==> src/rtl/core/assert_macros.svh <==
// ----------------------------------------------------------------------------
// Assertion macros
// Shared concurrent assertion forms for the polygon test block.
// ----------------------------------------------------------------------------
`ifndef ASSERT_MACROS_SVH
`define ASSERT_MACROS_SVH

// Same-cycle implication, checked on every rising clock edge out of reset.
`define CPT_ASSERT_NOW(lbl, clk, rst_n, ante, cons, msg) \
    lbl: assert property (@(posedge clk) disable iff (!(rst_n)) (ante) |-> (cons)) \
        else $error(msg);

// Next-cycle implication, checked on every rising clock edge out of reset.
`define CPT_ASSERT_NEXT(lbl, clk, rst_n, ante, cons, msg) \
    lbl: assert property (@(posedge clk) disable iff (!(rst_n)) (ante) |=> (cons)) \
        else $error(msg);

`endif

==> src/rtl/core/cpt_pkg.sv <==
// ----------------------------------------------------------------------------
// cpt_pkg
// Types, codes, constants and helpers shared by the polygon test modules.
// ----------------------------------------------------------------------------
package cpt_pkg;

    localparam int MAX_VERTICES_DEF = 32;
    localparam int CORDIC_STEPS_DEF = 16;

    localparam int DATA_W = 32;
    localparam int CDW    = 34;            // CORDIC and multiplier operand width
    localparam int PW     = 2 * CDW;       // product width
    localparam int ACC_W  = PW + 1;        // accumulator width
    localparam int STEP_W = 5;

    // Item commands.
    localparam logic [1:0] CMD_LOAD      = 2'd0;
    localparam logic [1:0] CMD_SCALE     = 2'd1;
    localparam logic [1:0] CMD_TRANSFORM = 2'd2;
    localparam logic [1:0] CMD_TEST      = 2'd3;

    // Multiplier operand selections.
    localparam logic [2:0] MS_SCX = 3'd0;
    localparam logic [2:0] MS_SCY = 3'd1;
    localparam logic [2:0] MS_XC  = 3'd2;
    localparam logic [2:0] MS_YS  = 3'd3;
    localparam logic [2:0] MS_XS  = 3'd4;
    localparam logic [2:0] MS_YC  = 3'd5;
    localparam logic [2:0] MS_EA  = 3'd6;
    localparam logic [2:0] MS_EB  = 3'd7;

    // Accumulator operations.
    localparam logic [1:0] ACC_HOLD = 2'd0;
    localparam logic [1:0] ACC_LOAD = 2'd1;
    localparam logic [1:0] ACC_ADD  = 2'd2;
    localparam logic [1:0] ACC_SUB  = 2'd3;

    localparam logic signed [15:0]    ANGLE_LIMIT = 16'sd25736;
    localparam logic signed [CDW-1:0] HALF_PI_Q30 = 34'sd1686629713;
    localparam logic signed [CDW-1:0] PI_Q30      = 34'sd3373259426;
    localparam logic signed [CDW-1:0] GAIN_Q30    = 34'sd652032874;

    typedef struct packed {
        logic              capture;
        logic              load_wr;
        logic              rd_local;
        logic              rd_world;
        logic              mul_en;
        logic [2:0]        mul_sel;
        logic [1:0]        acc_op;
        logic              scale_wr_x;
        logic              scale_wr_y;
        logic              rot_x_calc;
        logic              rot_y_calc;
        logic              world_wr;
        logic              box_first;
        logic              cordic_init;
        logic              cordic_step;
        logic              cordic_fin;
        logic [STEP_W-1:0] step;
        logic              take_first;
        logic              take_prev;
        logic              edge_prep;
        logic              edge_use_first;
        logic              out_load;
        logic              out_inside;
    } t_dp_cmd;

    typedef struct packed {
        logic [1:0] cmd;
        logic       load_ok;
        logic       acc_pos;
    } t_dp_status;

    // Arctangent of 2^-i in Q2.30.
    function automatic logic signed [CDW-1:0] atan_q30(input logic [STEP_W-1:0] i);
        logic signed [CDW-1:0] v;
        unique case (i)
            5'd0:  v = 34'sd843314857;
            5'd1:  v = 34'sd497837829;
            5'd2:  v = 34'sd263043837;
            5'd3:  v = 34'sd133525159;
            5'd4:  v = 34'sd67021687;
            5'd5:  v = 34'sd33543516;
            5'd6:  v = 34'sd16775851;
            5'd7:  v = 34'sd8388437;
            5'd8:  v = 34'sd4194283;
            5'd9:  v = 34'sd2097149;
            5'd10: v = 34'sd1048576;
            5'd11: v = 34'sd524288;
            5'd12: v = 34'sd262144;
            5'd13: v = 34'sd131072;
            5'd14: v = 34'sd65536;
            5'd15: v = 34'sd32768;
            5'd16: v = 34'sd16384;
            5'd17: v = 34'sd8192;
            5'd18: v = 34'sd4096;
            5'd19: v = 34'sd2048;
            5'd20: v = 34'sd1024;
            5'd21: v = 34'sd512;
            5'd22: v = 34'sd256;
            5'd23: v = 34'sd128;
            5'd24: v = 34'sd64;
            5'd25: v = 34'sd32;
            5'd26: v = 34'sd16;
            5'd27: v = 34'sd8;
            5'd28: v = 34'sd4;
            5'd29: v = 34'sd2;
            default: v = '0;
        endcase
        return v;
    endfunction

    // Saturates a wide signed value to 32 bits.
    function automatic logic signed [DATA_W-1:0] sat32(input logic signed [ACC_W-1:0] v);
        logic signed [DATA_W-1:0] r;
        if ((&v[ACC_W-1:DATA_W-1]) || !(|v[ACC_W-1:DATA_W-1])) begin
            r = v[DATA_W-1:0];
        end else if (v[ACC_W-1]) begin
            r = 32'sh8000_0000;
        end else begin
            r = 32'sh7FFF_FFFF;
        end
        return r;
    endfunction

endpackage

==> src/rtl/core/cpt_ctrl.sv <==
// ----------------------------------------------------------------------------
// cpt_ctrl
// Sequencer for load, scale, transform and test items and the result beat.
// ----------------------------------------------------------------------------
`include "assert_macros.svh"

module cpt_ctrl #(
    parameter int MAX_VERTICES = cpt_pkg::MAX_VERTICES_DEF,
    parameter int CORDIC_STEPS = cpt_pkg::CORDIC_STEPS_DEF,
    parameter int AW           = $clog2(MAX_VERTICES)
) (
    input  logic                 i_clk,
    input  logic                 i_rst_n,
    input  logic                 i_valid,
    output logic                 o_stall,
    input  logic                 i_cfg_valid,
    input  logic [5:0]           i_cfg_data,
    output logic                 o_cfg_ready,
    output logic                 o_valid,
    input  logic                 i_stall,
    input  cpt_pkg::t_dp_status  i_status,
    output cpt_pkg::t_dp_cmd     o_dp_cmd,
    output logic [AW-1:0]        o_addr
);

    localparam int CW = $clog2(MAX_VERTICES + 1);
    localparam int SW = cpt_pkg::STEP_W;

    localparam logic [4:0] S_IDLE    = 5'd0;
    localparam logic [4:0] S_DISP    = 5'd1;
    localparam logic [4:0] S_SC_RD   = 5'd2;
    localparam logic [4:0] S_SC_MX   = 5'd3;
    localparam logic [4:0] S_SC_MY   = 5'd4;
    localparam logic [4:0] S_SC_WY   = 5'd5;
    localparam logic [4:0] S_CO_INIT = 5'd6;
    localparam logic [4:0] S_CO_STEP = 5'd7;
    localparam logic [4:0] S_CO_FIN  = 5'd8;
    localparam logic [4:0] S_RT_RD   = 5'd9;
    localparam logic [4:0] S_RT_M1   = 5'd10;
    localparam logic [4:0] S_RT_M2   = 5'd11;
    localparam logic [4:0] S_RT_M3   = 5'd12;
    localparam logic [4:0] S_RT_M4   = 5'd13;
    localparam logic [4:0] S_RT_M5   = 5'd14;
    localparam logic [4:0] S_RT_WY   = 5'd15;
    localparam logic [4:0] S_RT_WR   = 5'd16;
    localparam logic [4:0] S_TS_RD0  = 5'd17;
    localparam logic [4:0] S_TS_F    = 5'd18;
    localparam logic [4:0] S_TS_RD   = 5'd19;
    localparam logic [4:0] S_TS_PREP = 5'd20;
    localparam logic [4:0] S_TS_MA   = 5'd21;
    localparam logic [4:0] S_TS_MB   = 5'd22;
    localparam logic [4:0] S_TS_CMP  = 5'd23;
    localparam logic [4:0] S_TS_CHK  = 5'd24;
    localparam logic [4:0] S_FIN     = 5'd25;

    logic [4:0]    r_state, n_state;
    logic [AW-1:0] r_k, n_k;
    logic [SW-1:0] r_step, n_step;
    logic          r_wrap, n_wrap;
    logic          r_inside, n_inside;
    logic [5:0]    r_vcount;
    logic [CW-1:0] r_wcount, n_wcount;
    logic          r_out_valid, n_out_valid;

    logic [CW-1:0] w_n;
    logic          w_last_n, w_last_w;

    assign w_n      = (32'(r_vcount) > MAX_VERTICES) ? CW'(MAX_VERTICES) : CW'(r_vcount);
    assign w_last_n = (CW'(r_k) + CW'(1)) == w_n;
    assign w_last_w = (CW'(r_k) + CW'(1)) == r_wcount;

    assign o_stall     = (r_state != S_IDLE);
    assign o_cfg_ready = 1'b1;
    assign o_valid     = r_out_valid;
    assign o_addr      = r_k;

    always_comb begin
        n_state     = r_state;
        n_k         = r_k;
        n_step      = r_step;
        n_wrap      = r_wrap;
        n_inside    = r_inside;
        n_wcount    = r_wcount;
        n_out_valid = r_out_valid && i_stall;
        o_dp_cmd    = '0;

        unique case (r_state)
            S_IDLE: begin
                if (i_valid) begin
                    o_dp_cmd.capture = 1'b1;
                    n_state = S_DISP;
                end
            end
            S_DISP: begin
                n_inside = 1'b0;
                n_k      = '0;
                n_wrap   = 1'b0;
                n_step   = '0;
                unique case (i_status.cmd)
                    cpt_pkg::CMD_LOAD: begin
                        o_dp_cmd.load_wr = i_status.load_ok;
                        n_state = S_FIN;
                    end
                    cpt_pkg::CMD_SCALE: begin
                        n_state = (w_n == '0) ? S_FIN : S_SC_RD;
                    end
                    cpt_pkg::CMD_TRANSFORM: begin
                        o_dp_cmd.cordic_init = 1'b1;
                        n_state = S_CO_STEP;
                    end
                    default: begin
                        if (r_wcount == '0) begin
                            n_inside = 1'b1;
                            n_state  = S_FIN;
                        end else begin
                            n_state = S_TS_RD0;
                        end
                    end
                endcase
            end
            S_SC_RD: begin
                o_dp_cmd.rd_local = 1'b1;
                n_state = S_SC_MX;
            end
            S_SC_MX: begin
                o_dp_cmd.mul_en  = 1'b1;
                o_dp_cmd.mul_sel = cpt_pkg::MS_SCX;
                n_state = S_SC_MY;
            end
            S_SC_MY: begin
                o_dp_cmd.scale_wr_x = 1'b1;
                o_dp_cmd.mul_en     = 1'b1;
                o_dp_cmd.mul_sel    = cpt_pkg::MS_SCY;
                n_state = S_SC_WY;
            end
            S_SC_WY: begin
                o_dp_cmd.scale_wr_y = 1'b1;
                if (w_last_n) begin
                    n_state = S_FIN;
                end else begin
                    n_k     = r_k + AW'(1);
                    n_state = S_SC_RD;
                end
            end
            S_CO_INIT: begin
                o_dp_cmd.cordic_init = 1'b1;
                n_state = S_CO_STEP;
            end
            S_CO_STEP: begin
                o_dp_cmd.cordic_step = 1'b1;
                o_dp_cmd.step        = r_step;
                if (r_step == SW'(CORDIC_STEPS - 1)) begin
                    n_state = S_CO_FIN;
                end else begin
                    n_step = r_step + SW'(1);
                end
            end
            S_CO_FIN: begin
                o_dp_cmd.cordic_fin = 1'b1;
                n_wcount = w_n;
                n_state  = (w_n == '0) ? S_FIN : S_RT_RD;
            end
            S_RT_RD: begin
                o_dp_cmd.rd_local = 1'b1;
                n_state = S_RT_M1;
            end
            S_RT_M1: begin
                o_dp_cmd.mul_en  = 1'b1;
                o_dp_cmd.mul_sel = cpt_pkg::MS_XC;
                n_state = S_RT_M2;
            end
            S_RT_M2: begin
                o_dp_cmd.acc_op  = cpt_pkg::ACC_LOAD;
                o_dp_cmd.mul_en  = 1'b1;
                o_dp_cmd.mul_sel = cpt_pkg::MS_YS;
                n_state = S_RT_M3;
            end
            S_RT_M3: begin
                o_dp_cmd.acc_op  = cpt_pkg::ACC_SUB;
                o_dp_cmd.mul_en  = 1'b1;
                o_dp_cmd.mul_sel = cpt_pkg::MS_XS;
                n_state = S_RT_M4;
            end
            S_RT_M4: begin
                o_dp_cmd.rot_x_calc = 1'b1;
                o_dp_cmd.acc_op     = cpt_pkg::ACC_LOAD;
                o_dp_cmd.mul_en     = 1'b1;
                o_dp_cmd.mul_sel    = cpt_pkg::MS_YC;
                n_state = S_RT_M5;
            end
            S_RT_M5: begin
                o_dp_cmd.acc_op = cpt_pkg::ACC_ADD;
                n_state = S_RT_WY;
            end
            S_RT_WY: begin
                o_dp_cmd.rot_y_calc = 1'b1;
                n_state = S_RT_WR;
            end
            S_RT_WR: begin
                o_dp_cmd.world_wr  = 1'b1;
                o_dp_cmd.box_first = (r_k == '0);
                if (w_last_n) begin
                    n_state = S_FIN;
                end else begin
                    n_k     = r_k + AW'(1);
                    n_state = S_RT_RD;
                end
            end
            S_TS_RD0: begin
                o_dp_cmd.rd_world = 1'b1;
                n_state = S_TS_F;
            end
            S_TS_F: begin
                o_dp_cmd.take_first = 1'b1;
                if (w_last_w) begin
                    n_wrap  = 1'b1;
                    n_state = S_TS_PREP;
                end else begin
                    n_k     = r_k + AW'(1);
                    n_state = S_TS_RD;
                end
            end
            S_TS_RD: begin
                o_dp_cmd.rd_world = 1'b1;
                n_state = S_TS_PREP;
            end
            S_TS_PREP: begin
                o_dp_cmd.edge_prep      = 1'b1;
                o_dp_cmd.edge_use_first = r_wrap;
                n_state = S_TS_MA;
            end
            S_TS_MA: begin
                o_dp_cmd.mul_en  = 1'b1;
                o_dp_cmd.mul_sel = cpt_pkg::MS_EA;
                n_state = S_TS_MB;
            end
            S_TS_MB: begin
                o_dp_cmd.acc_op  = cpt_pkg::ACC_LOAD;
                o_dp_cmd.mul_en  = 1'b1;
                o_dp_cmd.mul_sel = cpt_pkg::MS_EB;
                n_state = S_TS_CMP;
            end
            S_TS_CMP: begin
                o_dp_cmd.acc_op = cpt_pkg::ACC_SUB;
                n_state = S_TS_CHK;
            end
            S_TS_CHK: begin
                if (i_status.acc_pos) begin
                    n_inside = 1'b0;
                    n_state  = S_FIN;
                end else if (r_wrap) begin
                    n_inside = 1'b1;
                    n_state  = S_FIN;
                end else begin
                    o_dp_cmd.take_prev = 1'b1;
                    if (w_last_w) begin
                        n_wrap  = 1'b1;
                        n_state = S_TS_PREP;
                    end else begin
                        n_k     = r_k + AW'(1);
                        n_state = S_TS_RD;
                    end
                end
            end
            S_FIN: begin
                if (!r_out_valid || !i_stall) begin
                    o_dp_cmd.out_load   = 1'b1;
                    o_dp_cmd.out_inside = r_inside;
                    n_out_valid = 1'b1;
                    n_state     = S_IDLE;
                end
            end
            default: begin
                n_state = S_IDLE;
            end
        endcase
    end

    always_ff @(posedge i_clk) begin
        if (!i_rst_n) begin
            r_state     <= S_IDLE;
            r_k         <= '0;
            r_step      <= '0;
            r_wrap      <= 1'b0;
            r_inside    <= 1'b0;
            r_wcount    <= '0;
            r_out_valid <= 1'b0;
            r_vcount    <= '0;
        end else begin
            r_state     <= n_state;
            r_k         <= n_k;
            r_step      <= n_step;
            r_wrap      <= n_wrap;
            r_inside    <= n_inside;
            r_wcount    <= n_wcount;
            r_out_valid <= n_out_valid;
            if (i_cfg_valid) begin
                r_vcount <= i_cfg_data;
            end
        end
    end

    `CPT_ASSERT_NOW(a_out_slot_free, i_clk, i_rst_n, o_dp_cmd.out_load,
        !r_out_valid || !i_stall, "result loaded over an unaccepted beat")
    `CPT_ASSERT_NEXT(a_accept_dispatch, i_clk, i_rst_n, i_valid && !o_stall,
        r_state == S_DISP, "accepted item did not reach dispatch")
    `CPT_ASSERT_NOW(a_world_index, i_clk, i_rst_n, r_state == S_RT_WR,
        CW'(r_k) < w_n, "world write index beyond vertex count")
    `CPT_ASSERT_NOW(a_edge_index, i_clk, i_rst_n, r_state == S_TS_CHK,
        CW'(r_k) < r_wcount, "edge walk index beyond world count")

endmodule

==> config.mk <==
export PLATFORM = sky130hd
export DESIGN_NAME = cpt_ctrl
export DESIGN_NICKNAME = d
export VERILOG_FILES = /design/src/rtl/core/cpt_pkg.sv /design/src/rtl/core/cpt_ctrl.sv
export VERILOG_INCLUDE_DIRS = /design/src /design/src/rtl/core
export SDC_FILE = /design/constraint.sdc
export NUM_CORES = 1
export LEC_CHECK = 0
export BUFFER_PORTS_ARGS = -buffer_cell sky130_fd_sc_hd__buf_2
export CAP_MARGIN = 30
export CORE_UTILIZATION = 60
export CTS_BUF_LIST = sky130_fd_sc_hd__clkbuf_8
export CTS_CLUSTER_SIZE = 24
export DETAILED_ROUTE_END_ITERATION = 12
export PLACE_DENSITY = 0.95
export SYNTH_ARGS = -nofsm -noshare
export SYNTH_HDL_FRONTEND = slang
export SYNTH_SLANG_ARGS = --single-unit
==> constraint.sdc <==
create_clock -name i_clk -period 4.01 [get_ports i_clk]
set_input_delay 1.0025 -clock i_clk [delete_from_list [all_inputs] [get_ports i_clk]]
set_output_delay 1.0025 -clock i_clk [all_outputs]
set_load 0.05 [all_outputs]
Word-level counts from Yosys, hierarchy flattened
Cells that the tools add are included.
{ "op_classes": {"eq_ne": 39, "n_reduce_logical": 25, "add_sub_neg": 3, "n_lt_le_gt_ge": 1, "mux": 58} }
{ "op_table": {"columns": ["op", "count"], "rows": [
  ["$pmux 5 s26", 1],
  ["$mux 5", 15],
  ["$eq 5x5->1 const B", 10],
  ["$eq 5x4->1 const B", 9],
  ["$pmux 4 s8", 1],
  ["$mux 1", 27],
  ["$eq 5x3->1 const B", 4],
  ["$pmux 5 s4", 1],
  ["$ne 2x2->1 const B", 8],
  ["$pmux 5 s3", 1],
  ["$eq 6x6->1", 2],
  ["$logic_not 6->1", 2],
  ["$add 5x1->5 const B", 2],
  ["$eq 5x2->1 const B", 2],
  ["$logic_not 5->1", 2],
  ["$pmux 5 s2", 1],
  ["$mux 2", 4],
  ["$reduce_or 2->1", 4],
  ["$add 5x1->6 const B", 1],
  ["$gt 6x6->1 const B", 1],
  ["$mux 6", 1],
  ["$pmux 2 s3", 1],
  ["$reduce_and 3->1", 2],
  ["$reduce_or 3->1", 2],
  ["other kinds (18)", 22]
]} }
{ "word_totals": {"reg_bits": 30, "out_inout_bits": 38, "inputBits": 15} }

Longest topological paths before layout
{ "logic_depth": {"word_depth": 6, "mapped_depth": 8} }

Least setup slack after synthesis
No wires, ideal clock.
{ "synth_path": {"path_type": "reg-to-output", "from": "register r_state[0]", "to": "output o_dp_cmd[14] (netlist name)", "n_path_buf": 3, "required_time_ps": 3008, "arrival_ps": 3142, "slack_ps": -135, "stages_incl_launch_ff": 6, "cell_sequence": "dfxtp_1 buf_2 clkbuf_1 clkbuf_1 nor4_1 and4b_1"} }
{ "synth_lines": {"columns": ["element", "line_no", "rtl"], "rows": [
  ["start: declaration", "cpt_ctrl.sv:56", "logic [4:0] r_state, n_state;"],
  ["start signal: assignment", "cpt_ctrl.sv:290", "r_state <= n_state;"],
  ["end: declaration", "cpt_ctrl.sv:22", "output cpt_pkg::t_dp_cmd o_dp_cmd,"]
]} }

==> results.txt <==
The worst slack on hold paths is 0.5221 ns. In this run, the number of DRC markers left after iteration 0 of detailed routing was 196. The total CTS buffers is 5. The time the final worst path needs with I/O delays and setup is 3.510 ns. The total design power came out at 0.001607 W.

For this run, the register share of the synthesized area comes to 0.2454. The post-synthesis cell count came out at 324. The tree is rooted in a clkbuf_8.

The dominant cell by count in the synthesized netlist is nor2_1. The total detailed-routing wirelength came out at 6562 um. Dividing the final minimum period by the clock period gives 0.8752. The top achievable clock speed came out at 284.9 MHz. The fill cell total of the finished layout is 304. The worst setup path is of the reg -> out kind. The maximum fanout encountered on the critical timing path is 27.

The commonest cells after synthesis are nor2_1, dfxtp_1, nand2_1, a21oi_1. The number of endpoints with negative hold slack in the final report came out at 0. Tracing the worst setup path back leads to its startpoint at r_state[1]. IR analysis of the VDD net gives a maximum drop of 410.7 uV. Counting flops and latches in the post-synthesis netlist gives 30. The row count came out at 22.

The final net count is 381. The leakage power is 1.188 nW. TritonCTS built the clock tree.

The initial antenna violation count came out at 0. The starting density of the core is 0.6443. The total nets after synthesis is 343.

Global routing finished with a remaining overflow of 0. In this run the remaining antenna-violating nets after routing total 0. The global-route usage over all layers is 0.3119. The source-to-sink clock delay at the later pin of the worst-skew pair came out at 0.29 ns.

The primary flip-flop cell chosen by synthesis mapping is dfxtp_1. The wire length of the first global-routing pass came out at 10500 um. Across the whole layout, storage elements account for 600.6 um^2. The type of the worst min-delay path is reg -> reg. For the worst setup path, the data required time is 3.01 ns. The count of flip-flops with a built-in enable after synthesis is 0.

The relative slew slack came out at 0.2898. The final total negative setup slack came out at 0 ns. The total of hold buffers inserted after clock tree synthesis came out at 0. The sort of element at the end of the critical path is a primary output.

0 antenna diodes ended up in the layout. The actual transition at the worst max-transition pin is 1.056 ns. The number of buffer cells added on primary ports came out at 51. The number of warnings issued by yosys came out at 0. The kind of start point of the critical path is a register. In the final layout, the multi-input gates occupy 1723 um^2. The CTS sink count came out at 30. The maximum buffer depth of the clock tree is 2. The floorplan core area is 3799 um^2. After clock tree synthesis, the setup repair step added 0 buffers. The number of search-and-repair iterations in the first detailed-routing pass came out at 5. The total setup violations reported at the end of the flow is 0. The reported max-cap violation count came out at 0. Setup repair after global routing left no endpoint under its margin.

The number of global-route vias before repair is 2325. In the synthesized netlist the async set-or-reset flop fraction comes to 0. The instance area at placement is 2691 um^2. Of the post-synthesis cell area, the dominant cell type holds 0.2454. The register-to-register setup slack is 1.33 ns. The cell area that synthesis handed to floorplanning was 2447 um^2. The mean instance size in the synthesized netlist came out at 7.554 um^2. The number of gates resized after CTS was 0. The total number of vias is 2603. The total non-filler cell area in the finished layout came out at 2783 um^2. The clock transition at the register clock pins on the worst setup and hold paths after CTS is 0.07 ns. The number of max-slew violations in the final report is 0. The die footprint came out at 4338 um^2.

The final weighted congestion in routability-driven placement came out at 0.9806. The fraction of final layout cells with drive strength greater than 1 came out at 0.2231. The routed wire length per instance is 15.97 um. The HPWL reported at the end of detailed placement came out at 4806 um. The post-detailed-route via-to-cell ratio came out at 6.333. The width of the die is 65.87 um. The power density normalized to cell area is 577.4 nW/um^2.

The biggest area contributor in the post-synthesis netlist is dfxtp_1. The post-route clock skew is 0.01526 ns. Entering global routing, the biggest net connects 28 pins. For this design the top-level I/O count stands at 53.

The startpoint identified for the worst register-to-register timing path is o_addr[0]. The die outline height is 65.87 um. The data arrival at the endpoint of the critical path came out at 2.51 ns. In this run the worst setup path terminates at o_dp_cmd[28]. The flow ran to the end, and the final reports show no timing, DRC or antenna violations. The path depth of the worst reg2reg path is 7. By area the synthesized netlist is led by dfxtp_1, nor2_1, a21oi_1. For this run, the share of the core covered by cells in the final layout is 0.7325.

The worst register-to-register path ends at r_state[0]. The area growth from synthesis to final layout came out at 13.70%. The H-tree depth is 2. The number of remaining DRC errors is 0. The number of different library cells used by synthesis comes to 66.
-- through the flow --
stage / setup slack (ns) / cells
6_report: 0.5005 / 411
5_1_grt: 0.3572 / 411
3_3_place_gp: 0.9889 / 403
4_1_cts: 0.5617 / 411
3_5_place_dp: 0.8474 / 403
2_1_floorplan: 0.3194 / 324
-- cell type report --
class | instances | share of cell area
clock buffers | 6 | 0.02968
clock inverters | 2 | 0.003147
inverters | 8 | 0.01079
multi-input cells | 263 | 0.6192
flip-flops and latches | 30 | 0.2158
well taps | 48 | 0.02158
repair buffers | 54 | 0.09982
-- flip-flops by register name (all words and copies together), names as in the netlist --
register	count
r_wcount	6
r_vcount	6
r_wrap	1
o_addr	5
r_inside	1
o_valid	1
r_state	5
r_step	5
-- report_power, final --
part	switching [W]	internal, W	total [W]
Clock	0.000115	0.000136	0.000250
Sequential	0.000132	0.000332	0.000464
Combinational	0.000581	0.000311	0.000892
-- how the worst min path moves through the flow --
stage          slack (ns)  cells past startpoint         to  startpoint
3_3_place_gp         0.49                      2  r_step[4]   r_step[4]
3_5_place_dp         0.51                      2  r_step[1]   r_step[1]
6_report             0.52                      2  r_step[1]   r_step[1]
4_1_cts              0.52                      2  r_step[1]   r_step[1]
5_1_grt              0.56                      2  r_step[3]   r_step[3]
2_1_floorplan        0.46                      2  r_step[4]   r_step[4]
-- cells in the final DEF, fill, tap and decap left out, types with 3 or more instances in the layout --
cell / Yosys / routed
buf_4: 4 / 3
nor2b_1: 5 / 5
nand2b_1: 11 / 11
o32ai_1: 3 / 3
nand3b_1: 4 / 4
o22ai_1: 5 / 5
and2_1: 8 / 8
and3_1: 5 / 5
nor3_1: 13 / 13
buf_2: 4 / 51
or3_1: 3 / 3
o211ai_1: 4 / 4
dfxtp_1: 30 / 30
o21ai_0: 12 / 12
a31oi_1: 3 / 3
xor2_1: 5 / 5
inv_1: 7 / 8
a21oi_1: 22 / 22
clkbuf_8: 0 / 6
nand3_1: 9 / 9
xnor2_1: 9 / 9
mux2i_1: 11 / 11
ha_1: 4 / 4
nor3b_1: 6 / 6
nor2_1: 38 / 38
a211oi_1: 4 / 4
nand2_1: 27 / 27
nor4_1: 6 / 4
-- logic make-up after synthesis --
group / share of synthesized area
AO/OA/AOI/OAI: 0.2091
XOR/XNOR: 0.07669
adder cells (fa/ha/maj): 0.02045
buffers and inverters: 0.05573
flip-flops: 0.2454
multiplexers: 0.04499
other: 0.001532
AND/OR/NAND/NOR: 0.3461
-- routing by layer --
metal | GRT usage | vias to the layer above | share of wire
li1 | - | 1249 | -
met3 | 0.04828 | 16 | 0.085
met2 | 0.4936 | 136 | 0.46
met1 | 0.4171 | 1202 | 0.44
met5 | 0 | - | 0
met4 | 0.1304 | 0 | 0.019
-- worst max-delay path: stages (launching register included) --
cell and delay, ns:
dfxtp_1 0.60, nor3_1 0.55, nand3b_1 0.38, nor4b_1 0.37
buf_2 0.31
(Power assumes the default switching activity.)
